$ cat src/rtl/thkbd_pkg.sv
// shared constants, types and coefficient rom for the boundary displacement block
`default_nettype none

package thkbd_pkg;

    localparam int MAX_HALF_WIDTH_DEF = 10;
    localparam int DISP_WIDTH_DEF     = 32;
    localparam int COEF_FRAC_BITS_DEF = 23;

    localparam int ROM_FRAC   = 23;
    localparam int ROM_CENTER = 10;
    localparam int ROM_DEPTH  = 21;
    localparam int ROM_IDX_W  = 5;
    localparam int SUM_WIDTH  = 56;
    localparam int CNT_W      = 5;
    localparam int NCRIT_W    = 4;

    localparam logic [CNT_W-1:0] CNT_MAX = 5'd31;

    localparam logic MODE_TERM   = 1'b0;
    localparam logic MODE_FINISH = 1'b1;

    // matrix element positions inside one rom row
    localparam logic [1:0] POS_T00 = 2'd0;
    localparam logic [1:0] POS_T01 = 2'd1;
    localparam logic [1:0] POS_T10 = 2'd2;
    localparam logic [1:0] POS_T11 = 2'd3;

    // output tdata width: disp_x, disp_y rounded up to bytes
    localparam int OUT_W_DEF = ((2 * DISP_WIDTH_DEF) + 7) / 8 * 8;

    // control bits that travel with a beat down the pipeline
    typedef struct packed {
        logic fin;      // finish beat
        logic acc;      // term beat inside the expected count
        logic cnt_err;  // term count differs from 2*min(ncrit, max half width)+1
    } t_ctl;

    // theta(k), k = -10..10 at row k+10: t00, t01, t10, t11 in q0.23
    localparam int THETA_ROM [ROM_DEPTH][4] = '{
        '{  31314,    1743,    1698,   10574},
        '{  38205,    2357,    2281,   12941},
        '{  47630,    3296,    3161,   16205},
        '{  60982,    4809,    4549,   20887},
        '{  80727,    7400,    6857,   27947},
        '{ 111501,   12193,   10942,   39314},
        '{ 162634,   21936,   18753,   59319},
        '{ 254387,   44124,   35240,   99224},
        '{ 434583,  101906,   75604,  195326},
        '{ 828366,  279268,  210146,  516549},
        '{1829236,  974177, 1436082, 3090708},
        '{1829236, -974177,-1436082, 3090708},
        '{ 828366, -279268, -210146,  516549},
        '{ 434583, -101906,  -75604,  195326},
        '{ 254387,  -44124,  -35240,   99224},
        '{ 162634,  -21936,  -18753,   59319},
        '{ 111501,  -12193,  -10942,   39314},
        '{  80727,   -7400,   -6857,   27947},
        '{  60982,   -4809,   -4549,   20887},
        '{  47630,   -3296,   -3161,   16205},
        '{  38205,   -2357,   -2281,   12941}
    };

    // rom coefficient rescaled to cfb fraction bits, round half up
    function automatic longint coef_q(input logic [ROM_IDX_W-1:0] idx,
                                      input logic [1:0] pos,
                                      input int cfb);
        longint c;
        c = 0;
        if (int'(idx) < ROM_DEPTH) begin
            c = longint'(THETA_ROM[idx][pos]);
        end
        if (cfb >= ROM_FRAC) begin
            return c <<< (cfb - ROM_FRAC);
        end
        return (c + (64'sd1 <<< (ROM_FRAC - 1 - cfb))) >>> (ROM_FRAC - cfb);
    endfunction

endpackage

`default_nettype wire

$ cat src/rtl/thkbd_front.sv
// input stage: term counting, coefficient lookup and neighbor difference
`default_nettype none

module thkbd_front #(
    parameter int MAX_HALF_WIDTH = 10,
    parameter int DISP_WIDTH     = 32,
    parameter int COEF_FRAC_BITS = 23
) (
    input  wire logic                                 i_clk,
    input  wire logic                                 i_rst_n,
    input  wire logic                                 i_valid,
    output logic                                      o_ready,
    input  wire logic                                 i_mode,
    input  wire logic                                 i_near_valid,
    input  wire logic signed [DISP_WIDTH-1:0]         i_near_x,
    input  wire logic signed [DISP_WIDTH-1:0]         i_near_y,
    input  wire logic                                 i_far_valid,
    input  wire logic signed [DISP_WIDTH-1:0]         i_far_x,
    input  wire logic signed [DISP_WIDTH-1:0]         i_far_y,
    input  wire logic signed [DISP_WIDTH-1:0]         i_anchor_x,
    input  wire logic signed [DISP_WIDTH-1:0]         i_anchor_y,
    input  wire logic [thkbd_pkg::NCRIT_W-1:0]        i_ncrit,
    input  wire logic                                 i_free,
    output logic                                      o_valid,
    output thkbd_pkg::t_ctl                           o_ctl,
    output logic signed [DISP_WIDTH:0]                o_dx,
    output logic signed [DISP_WIDTH:0]                o_dy,
    output logic signed [COEF_FRAC_BITS:0]            o_coef [4],
    output logic signed [DISP_WIDTH-1:0]              o_anchor_x,
    output logic signed [DISP_WIDTH-1:0]              o_anchor_y
);
    import thkbd_pkg::*;

    localparam int COEF_W = COEF_FRAC_BITS + 1;
    localparam int DIFF_W = DISP_WIDTH + 1;

    logic [CNT_W-1:0]            r_count, n_count;
    logic                        r_valid;
    t_ctl                        r_ctl, n_ctl;
    logic signed [DIFF_W-1:0]    r_dx, r_dy, n_dx, n_dy;
    logic signed [COEF_W-1:0]    r_coef [4];
    logic signed [COEF_W-1:0]    n_coef [4];
    logic signed [DISP_WIDTH-1:0] r_anchor_x, r_anchor_y;

    logic [NCRIT_W-1:0]          half;
    logic [CNT_W-1:0]            expected;
    logic [ROM_IDX_W-1:0]        rom_idx;
    logic signed [DIFF_W-1:0]    nx, ny, fx, fy;
    logic                        accept;

    assign o_ready = !r_valid || i_free;
    assign accept  = i_valid && o_ready;

    always_comb begin
        half     = (i_ncrit > NCRIT_W'(MAX_HALF_WIDTH)) ? NCRIT_W'(MAX_HALF_WIDTH) : i_ncrit;
        expected = CNT_W'({half, 1'b1});
        // coefficient taken at offset -j, j = count - half
        rom_idx  = ROM_IDX_W'(ROM_CENTER) + ROM_IDX_W'(half) - ROM_IDX_W'(r_count);

        n_ctl.fin     = (i_mode == MODE_FINISH);
        n_ctl.acc     = (i_mode == MODE_TERM) && (r_count < expected);
        n_ctl.cnt_err = (r_count != expected);

        // a missing neighbor counts as zero
        nx = i_near_valid ? DIFF_W'(i_near_x) : '0;
        ny = i_near_valid ? DIFF_W'(i_near_y) : '0;
        fx = i_far_valid  ? DIFF_W'(i_far_x)  : '0;
        fy = i_far_valid  ? DIFF_W'(i_far_y)  : '0;
        n_dx = nx - fx;
        n_dy = ny - fy;

        for (int k = 0; k < 4; k++) begin
            n_coef[k] = COEF_W'(coef_q(rom_idx, 2'(k), COEF_FRAC_BITS));
        end

        n_count = r_count;
        if (accept) begin
            if (i_mode == MODE_FINISH) begin
                n_count = '0;
            end else if (r_count != CNT_MAX) begin
                n_count = r_count + CNT_W'(1);
            end
        end
    end

    always_ff @(posedge i_clk) begin
        if (!i_rst_n) begin
            r_count <= '0;
            r_valid <= 1'b0;
            r_ctl   <= '0;
        end else begin
            r_count <= n_count;
            if (o_ready) begin
                r_valid <= i_valid;
            end
            if (accept) begin
                r_ctl <= n_ctl;
            end
        end
    end

    always_ff @(posedge i_clk) begin
        if (accept) begin
            r_dx       <= n_dx;
            r_dy       <= n_dy;
            r_coef     <= n_coef;
            r_anchor_x <= i_anchor_x;
            r_anchor_y <= i_anchor_y;
        end
    end

    assign o_valid    = r_valid;
    assign o_ctl      = r_ctl;
    assign o_dx       = r_dx;
    assign o_dy       = r_dy;
    assign o_coef     = r_coef;
    assign o_anchor_x = r_anchor_x;
    assign o_anchor_y = r_anchor_y;

endmodule

`default_nettype wire

$ cat config.mk
export PLATFORM = sky130hd
export DESIGN_NAME = thkbd_front
export DESIGN_NICKNAME = d
export VERILOG_FILES = /design/src/rtl/thkbd_pkg.sv /design/src/rtl/thkbd_front.sv
export SDC_FILE = /design/constraint.sdc
export NUM_CORES = 1
export LEC_CHECK = 0
export BUFFER_PORTS_ARGS = -buffer_cell sky130_fd_sc_hd__buf_2
export CORE_AREA = 2 2 171 173
export DETAILED_ROUTE_END_ITERATION = 8
export DIE_AREA = 0 0 173 175
export GPL_ROUTABILITY_DRIVEN = 1
export GPL_TIMING_DRIVEN = 0
export PLACE_DENSITY_LB_ADDON = 0.3
export SLEW_MARGIN = 20
export SYNTH_ARGS = -nofsm -noshare
export SYNTH_HDL_FRONTEND = slang
export SYNTH_SLANG_ARGS = --single-unit
export TNS_END_PERCENT = 100
$ cat constraint.sdc
create_clock -name i_clk -period 9.77 [get_ports i_clk]
set_input_delay 0.4885 -clock i_clk [delete_from_list [all_inputs] [get_ports i_clk]]
set_output_delay 0.4885 -clock i_clk [all_outputs]
set_load 0.02 [all_outputs]
==> reports/results.txt, run 1 <==
Initial Util = 45.6%
Chip width = 173 µm
Uppermost layer routed = met4
Setup TNS = 0 ns
Max FO, Critical Path = 10
Post-DRT Antenna Nets = 0
Setup bufs post-CTS = 0
Root Buffer = clkbuf_16
Post-synth EDFFs = 207
Pre-Repair DR Iteration Count = 8
Startpoint Class = register
Die H = 175 µm
H-tree depth = 1
Outcome = complete, no violations
Global route overflow = 0
Final Slew Violations = 0
Max Cap Viol = 0
TritonCTS Buffers = 25
Post-route cell area = 16,400 µm²
IO Port Bufs = 425
Largest net degree at the start of global routing = 103
Lkg Pwr = 7.12 nW
Simple-gate share of the synthesized area = 15.8%
R2R Setup Slk = 5.59 ns
Clock Sink Count = 216
Slew headroom = 31.2%
R2R depth = 10
Met2 WL = 20,900 µm
Worst-skew pair later-pin latency = 0.53 ns
Xor/xnor cell area share of the yosys netlist = 4.27%
IO Pins = 434
Rows = 62
Crit path arrival time = 4.42 ns
Initial DRC Count = 1,039
Final-report hold violation count = 0
CP max stage cell = buf_1
Peak per-stage delay on the critical path = 0.63 ns
Yosys warns = 0
Area of the die = 30,300 µm²
Area Growth Syn to Fin = 26.9%
CTS tree = done
Netlist cell types = 80
CTS clk-pin slew, worst paths = 0.06 ns
Mean Syn Cell Area = 10.1 µm²
Vias/cell = 5.53
Fmax achieved = 239 MHz
DRT Wirelength = 43,000 µm
Power per cell area = 190 nW/µm²
Total number of vias = 11,883
Worst Hold Class = in -> reg
Synth Area in Compound Gates = 17.6%
Number of synthesized register bits = 216
Clock buffer depth = 3
Met3 wire length = 4230 µm
Peak VDD IR = 0.000120 V
Main synth FF type = edfxtp_1
Cells after synthesis = 1,285
Worst path depth = 10
Sink of the worst hold path = o_anchor_x[22]
Hpwl dp = 33,100 µm
Design Power = 3.13 mW
Post-synthesis adder-cell area fraction = 8.57%
Initial antenna violation count = 0
First-pass GRT wire length = 64,900 µm
Min cycle time layout = 4.18 ns
Reg2reg start = r_count[2]
Routed WL per cell = 20.0 µm
Ant diodes = 0
Critical Path RT = 10.01 ns
Hold path startpoint = i_anchor_x[22]
Placed Area = 15,600 µm²
Worst path top cell family by delay = buffers and inverters
Clk_skew = 0.0101 ns
Worst path bufs/invs = 5
Unrepaired setup endpoints after global routing = no
CP endpoint kind = register
CP Class = reg -> reg
Mux share of post-synthesis cell area = 0.0774%
M1 WL = 16,100 µm
Largest family of logic cells by synthesized area = compound AO/OA/AOI/OAI gates
FF-to-FF End = o_coef[60]
Hold depth = 1
Worst path cell trace = clkbuf_1 -> inv_1 -> ha_1 -> fa_1 -> clkbuf_1 -> clkbuf_1 -> buf_1 -> o22ai_1 -> o21ai_0 -> o21ai_0
Placer Congestion = 0.961
Core Area = 28,400 µm²
Synthesized area = 12,900 µm²
Setup Viol. Count Final = 0
Period Utilization, post-route = 42.8%
Layout cell share with drive strength beyond 1 = 29.1%
DRC = 0
CTS-repair resized insts = 0
Total GRT Usage = 27.2%
Final nets = 2,033
Most frequent CP cell = clkbuf_1
Ys async rst share = 0%
# hold bufs at CTS = 0
Vias in the first global route = 11,578
Register area share after synthesis = 49.4%
Worst slew pin tran = 1.03 ns
[layer usage]
| layer | up-vias | track usage (%) |
|---|---|---|
| li1 | 5578 | - |
| met1 | 5513 | 32.6 |
| met2 | 667 | 47.1 |
| met3 | 125 | 6.85 |
| met4 | 0 | 10.7 |
| met5 | - | 0 |
[placed cells by master, fill, tap and decap left out, types with 4 or more instances in the layout]
cell type	instances
buf_4	19
and2_1	73
clkinv_2	4
nor2b_1	13
ha_1	83
buf_1	7
a221oi_1	7
nor3_1	23
o21a_1	5
a22oi_1	5
buf_2	425
edfxtp_1	207
nand3_1	23
conb_1	6
and3_1	7
o21ai_1	4
nand2_1	174
o311ai_0	4
dfxtp_1	9
a21o_1	26
nand4_1	8
o31ai_1	4
o21ai_0	93
clkbuf_1	73
o22ai_1	12
clkinvlp_4	4
nor2_1	83
nor3b_1	5
xor2_1	24
clkbuf_16	25
o211ai_1	9
a31oi_1	17
nand3b_1	4
a21boi_0	5
nand2b_1	7
a21oi_1	111
xnor2_1	39
inv_1	26
[cells by family after synthesis]
| kind of cell | after synthesis |
|---|---|
| flip-flops | 216 |
| AO/OA/AOI/OAI | 359 |
| buffers and inverters | 124 |
| other | 1 |
| XOR/XNOR | 63 |
| adder cells (fa/ha/maj) | 87 |
| AND/OR/NAND/NOR | 434 |
| multiplexers | 1 |
[cells in the mapped netlist (9+ instances only)]
cell      instances  area share [%]
edfxtp_1        207              48
nand2_1         174             5.0
a21oi_1         111             4.3
o21ai_0          93             3.6
ha_1             83             8.0
nor2_1           83             2.4
and2_1           73             3.5
clkbuf_1         68             2.0
xnor2_1          39             2.6
inv_1            27            0.78
a21o_1           26             1.5
xor2_1           24             1.6
nand3_1          23            0.89
nor3_1           23            0.89
buf_4            19             1.1
a31oi_1          17            0.82
nor2b_1          13            0.63
o22ai_1          12            0.58
dfxtp_1           9             1.4
o211ai_1          9            0.52
[layout make-up]
| class | instances | area (µm²) |
|---|---|---|
| plain buffers | 96 | 440 |
| well taps | 384 | 480 |
| fillers | 2549 | 12000 |
| repair buffers | 427 | 2180 |
| inverters | 28 | 113 |
| flip-flops and latches | 216 | 6400 |
| clock buffers | 32 | 672 |
| clock inverters | 14 | 125 |
| multi-input cells | 950 | 6010 |
[state kept, by name (all words and copies together), names as in the netlist]
| register | cells |
|---|---|
| o_coef | 77 |
| o_anchor_y | 32 |
| o_anchor_x | 32 |
| o_dx | 33 |
| o_valid | 1 |
| r_count | 5 |
| o_ctl | 3 |
| o_dy | 33 |
[report_power, final]
group | switching [mW] | total (mW) | internal, mW
logic | 0.689 | 1.03 | 0.338
clock network | 0.379 | 0.897 | 0.518
registers | 0.0301 | 1.20 | 1.17
total | 1.10 | 3.13 | 2.03
[metrics by stage]
| stage | hold WS (ns) | std cells | worst slack (ns) | util, % |
|---|---|---|---|---|
| detailed placement | 0.473 | 2101 | 5.51 | 55.0 |
| CTS | 0.105 | 2147 | 5.78 | 57.8 |
| global route | 0.102 | 2147 | 5.46 | 57.8 |
| floorplan | 0.539 | 1290 | 4.06 | - |
| global placement | 0.449 | 2099 | 2.43 | 54.8 |
| finish | 0.129 | 2147 | 5.59 | 57.8 |
[worst register-to-register path, stage by stage, from the launching register on]
cell      delay, ns
dfxtp_1        0.30
clkbuf_1       0.27
inv_1          0.11
ha_1           0.36
fa_1           0.55
clkbuf_1       0.43
clkbuf_1       0.50
buf_1          0.63
o22ai_1        0.18
o21ai_0        0.36
o21ai_0        0.21
[how the worst max path moves through the flow]
| stage | from | end |
|---|---|---|
| finish | r_count[2] | o_coef[60] |
| global route | r_count[2] | o_coef[60] |
| CTS | r_count[2] | o_coef[60] |
| detailed placement | i_ncrit[3] | o_coef[60] |
| global placement | i_free | r_count[2] |
| floorplan | i_free | r_count[2] |
Power figures use the tool's default switching activity.
==> run 2, diff against run 1 <==
- CORE_AREA: 2 2 171 173 -> default
- CORE_MARGIN: default -> 2
- CORE_UTILIZATION: default -> 47
- DIE_AREA: 0 0 173 175 -> default
- clock period: 9.77 -> 3.81 ns (I/O delays scaled with it)
==> run 2 against run 1 <==
Clock-buffer cell count shrank 5. Clock power rose to 2.7 times the previous value. Die area down 4.7%. Maximum frequency is 13% higher. Register-to-register slack worse by 5.5 ns. Utilization up 5.8 points. Sequential power grew to 2.6 times the previous value. Sequential share of layout area down 1.8 points. Combinational power grew to 2.7 times the previous value. Critical endpoint is now o_coef[34]. Largest cell class unchanged.
==> reports/results.txt, run 2 (synthesis results as in run 1) <==
Clk_skew = 0.0110 ns
DRT Wirelength = 46,300 µm
Vias/cell = 5.67
CTS clk-pin slew, worst paths = 0.06 ns
Slew headroom = 47.7%
Setup Viol. Count Final = 0
Cell Count, Final, Fillers Out = 2,172
Peak VDD IR = 0.000278 V
Vias in the first global route = 12,106
Unrepaired setup endpoints after global routing = no
Largest register FFs = 77
FF-to-FF End = o_coef[34]
Outcome = complete, no violations
Reg2reg start = r_count[2]
Layout cell share with drive strength beyond 1 = 29.9%
Placed Area = 15,700 µm²
IO Pins = 434
Crit path arrival time = 3.93 ns
Clock Sink Count = 216
Worst slew pin tran = 0.785 ns
DRC = 0
R2R Setup Slk = 0.10 ns
R2R depth = 9
Period Utilization, post-route = 97.3%
Chip width = 170 µm
Area of the die = 28,900 µm²
Die H = 170 µm
Setup bufs post-CTS = 0
Final nets = 2,104
CTS tree = done
Hpwl dp = 34,200 µm
Post-route cell area = 17,200 µm²
Placer Congestion = 0.964
Most frequent cells in the layout = 430 x buf_2, 207 x edfxtp_1, 173 x nand2_1, 110 x a21oi_1, 93 x o21ai_0
Placed cell count = 2,062
Beginning of the critical path = r_count[2]
Global route overflow = 0
Rows = 60
TritonCTS Buffers = 24
Setup TNS = 0 ns
Worst Hold Class = in -> reg
Post-DRT Antenna Nets = 0
Core Area = 27,000 µm²
Most common cell after layout, fill and taps aside = buf_2
Largest net degree at the start of global routing = 37
Routed WL per cell = 21.3 µm
Worst setup path endpoint = o_coef[34]
CP Class = reg -> reg
Total GRT Usage = 31.0%
Lkg Pwr = 7.54 nW
H-tree depth = 1
Fill count = 2,276
Max FO, Critical Path = 10
Max Cap Viol = 0
Final Slew Violations = 0
First-pass GRT wire length = 68,800 µm
Total number of vias = 12,318
Worst slack, placed = -0.561 ns
Startpoint Class = register
Initial antenna violation count = 2
Root Buffer = clkbuf_16
Area Growth Syn to Fin = 33.0%
Clock buffer depth = 3
Initial Util = 47.9%
Worst-skew pair later-pin latency = 0.53 ns
Initial DRC Count = 1,230
Power per cell area = 479 nW/µm²
Final worst setup slack = 0.102 ns
Pre-Repair DR Iteration Count = 6
Fmax achieved = 270 MHz
Final-report hold violation count = 0
Critical Path RT = 4.03 ns
IO Port Bufs = 425
CP endpoint kind = register
Min cycle time layout = 3.71 ns
## run 2: cell types whose count changed in the layout (fill, tap and decap cells not counted), sizes merged
cell / change
dlygate4sd3: +69
clkbuf: -6
buf: +4
bufinv: +3
clkinv: +3
clkinvlp: -3
inv: -3
diode: +1
## run 2: area by class of cell
cell class	instances	area [µm²]	area share, %
multi-input cells	950	6060	35.2
repair buffers	500	2950	17.1
inverters	28	109	0.633
well taps	341	427	2.48
flip-flops and latches	216	6400	37.2
clock inverters	14	180	1.05
diodes	1	2.50	0.0145
plain buffers	95	474	2.76
clock buffers	27	612	3.56
## run 2: stage by stage
| step | hold WS, ns | power (mW) | util (%) |
|---|---|---|---|
| 2_1_floorplan | 0.289 | 4.80 | - |
| 3_3_place_gp | 0.367 | 5.76 | 57.5 |
| 3_5_place_dp | 0.369 | 5.76 | 58.0 |
| 4_1_cts | 0.114 | 8.19 | 63.6 |
| 5_1_grt | 0.143 | 8.57 | 63.7 |
| 6_report | 0.115 | 8.24 | 63.7 |
## run 2: worst min path at each step
| stage | startpoint | end | slack (ns) | depth (start not counted) |
|---|---|---|---|---|
| final | i_near_y[0] | o_dy[0] | 0.11 | 4 |
| after global routing | i_near_y[0] | o_dy[0] | 0.14 | 4 |
| after CTS | i_near_y[0] | o_dy[0] | 0.11 | 4 |
| after detailed placement | i_anchor_x[0] | o_anchor_x[0] | 0.37 | 1 |
| after global placement | i_anchor_y[4] | o_anchor_y[4] | 0.37 | 1 |
| after floorplan | i_anchor_x[0] | o_anchor_x[0] | 0.29 | 0 |
## run 2: power by group
group          switching (mW)  leakage, nW  internal, mW  total [mW]
clock network           0.955        0.396          1.42        2.38
registers              0.0901         2.09          3.00        3.09
logic                    1.83         5.05         0.939        2.77
## run 2: timing repair
item	4_1_cts	5_1_grt
cloned	0	0
endpoints found under the setup margin	28	34
hold endpoints to repair	70	0
hold buffers	69	0
pin swaps	0	0
gates resized for setup	19	17
## run 2: worst max-delay path: stages (launching register included)
cell	delay (ns)
dfxtp_1	0.31
clkbuf_1	0.28
inv_1	0.11
ha_1	0.37
fa_2	0.76
clkbuf_1	0.50
buf_2	0.42
nor3_1	0.09
a21oi_1	0.31
o32ai_1	0.23
## run 2: per-layer routing
layer	global-route usage, %	share of wire [%]	vias up	wire (µm)
met3	7.21	9.3	144	4320
li1	-	-	5719	-
met1	36.6	37	5732	17400
met4	12.4	4.3	4	1990
met5	0	0.047	-	22
met2	54.6	49	719	22700
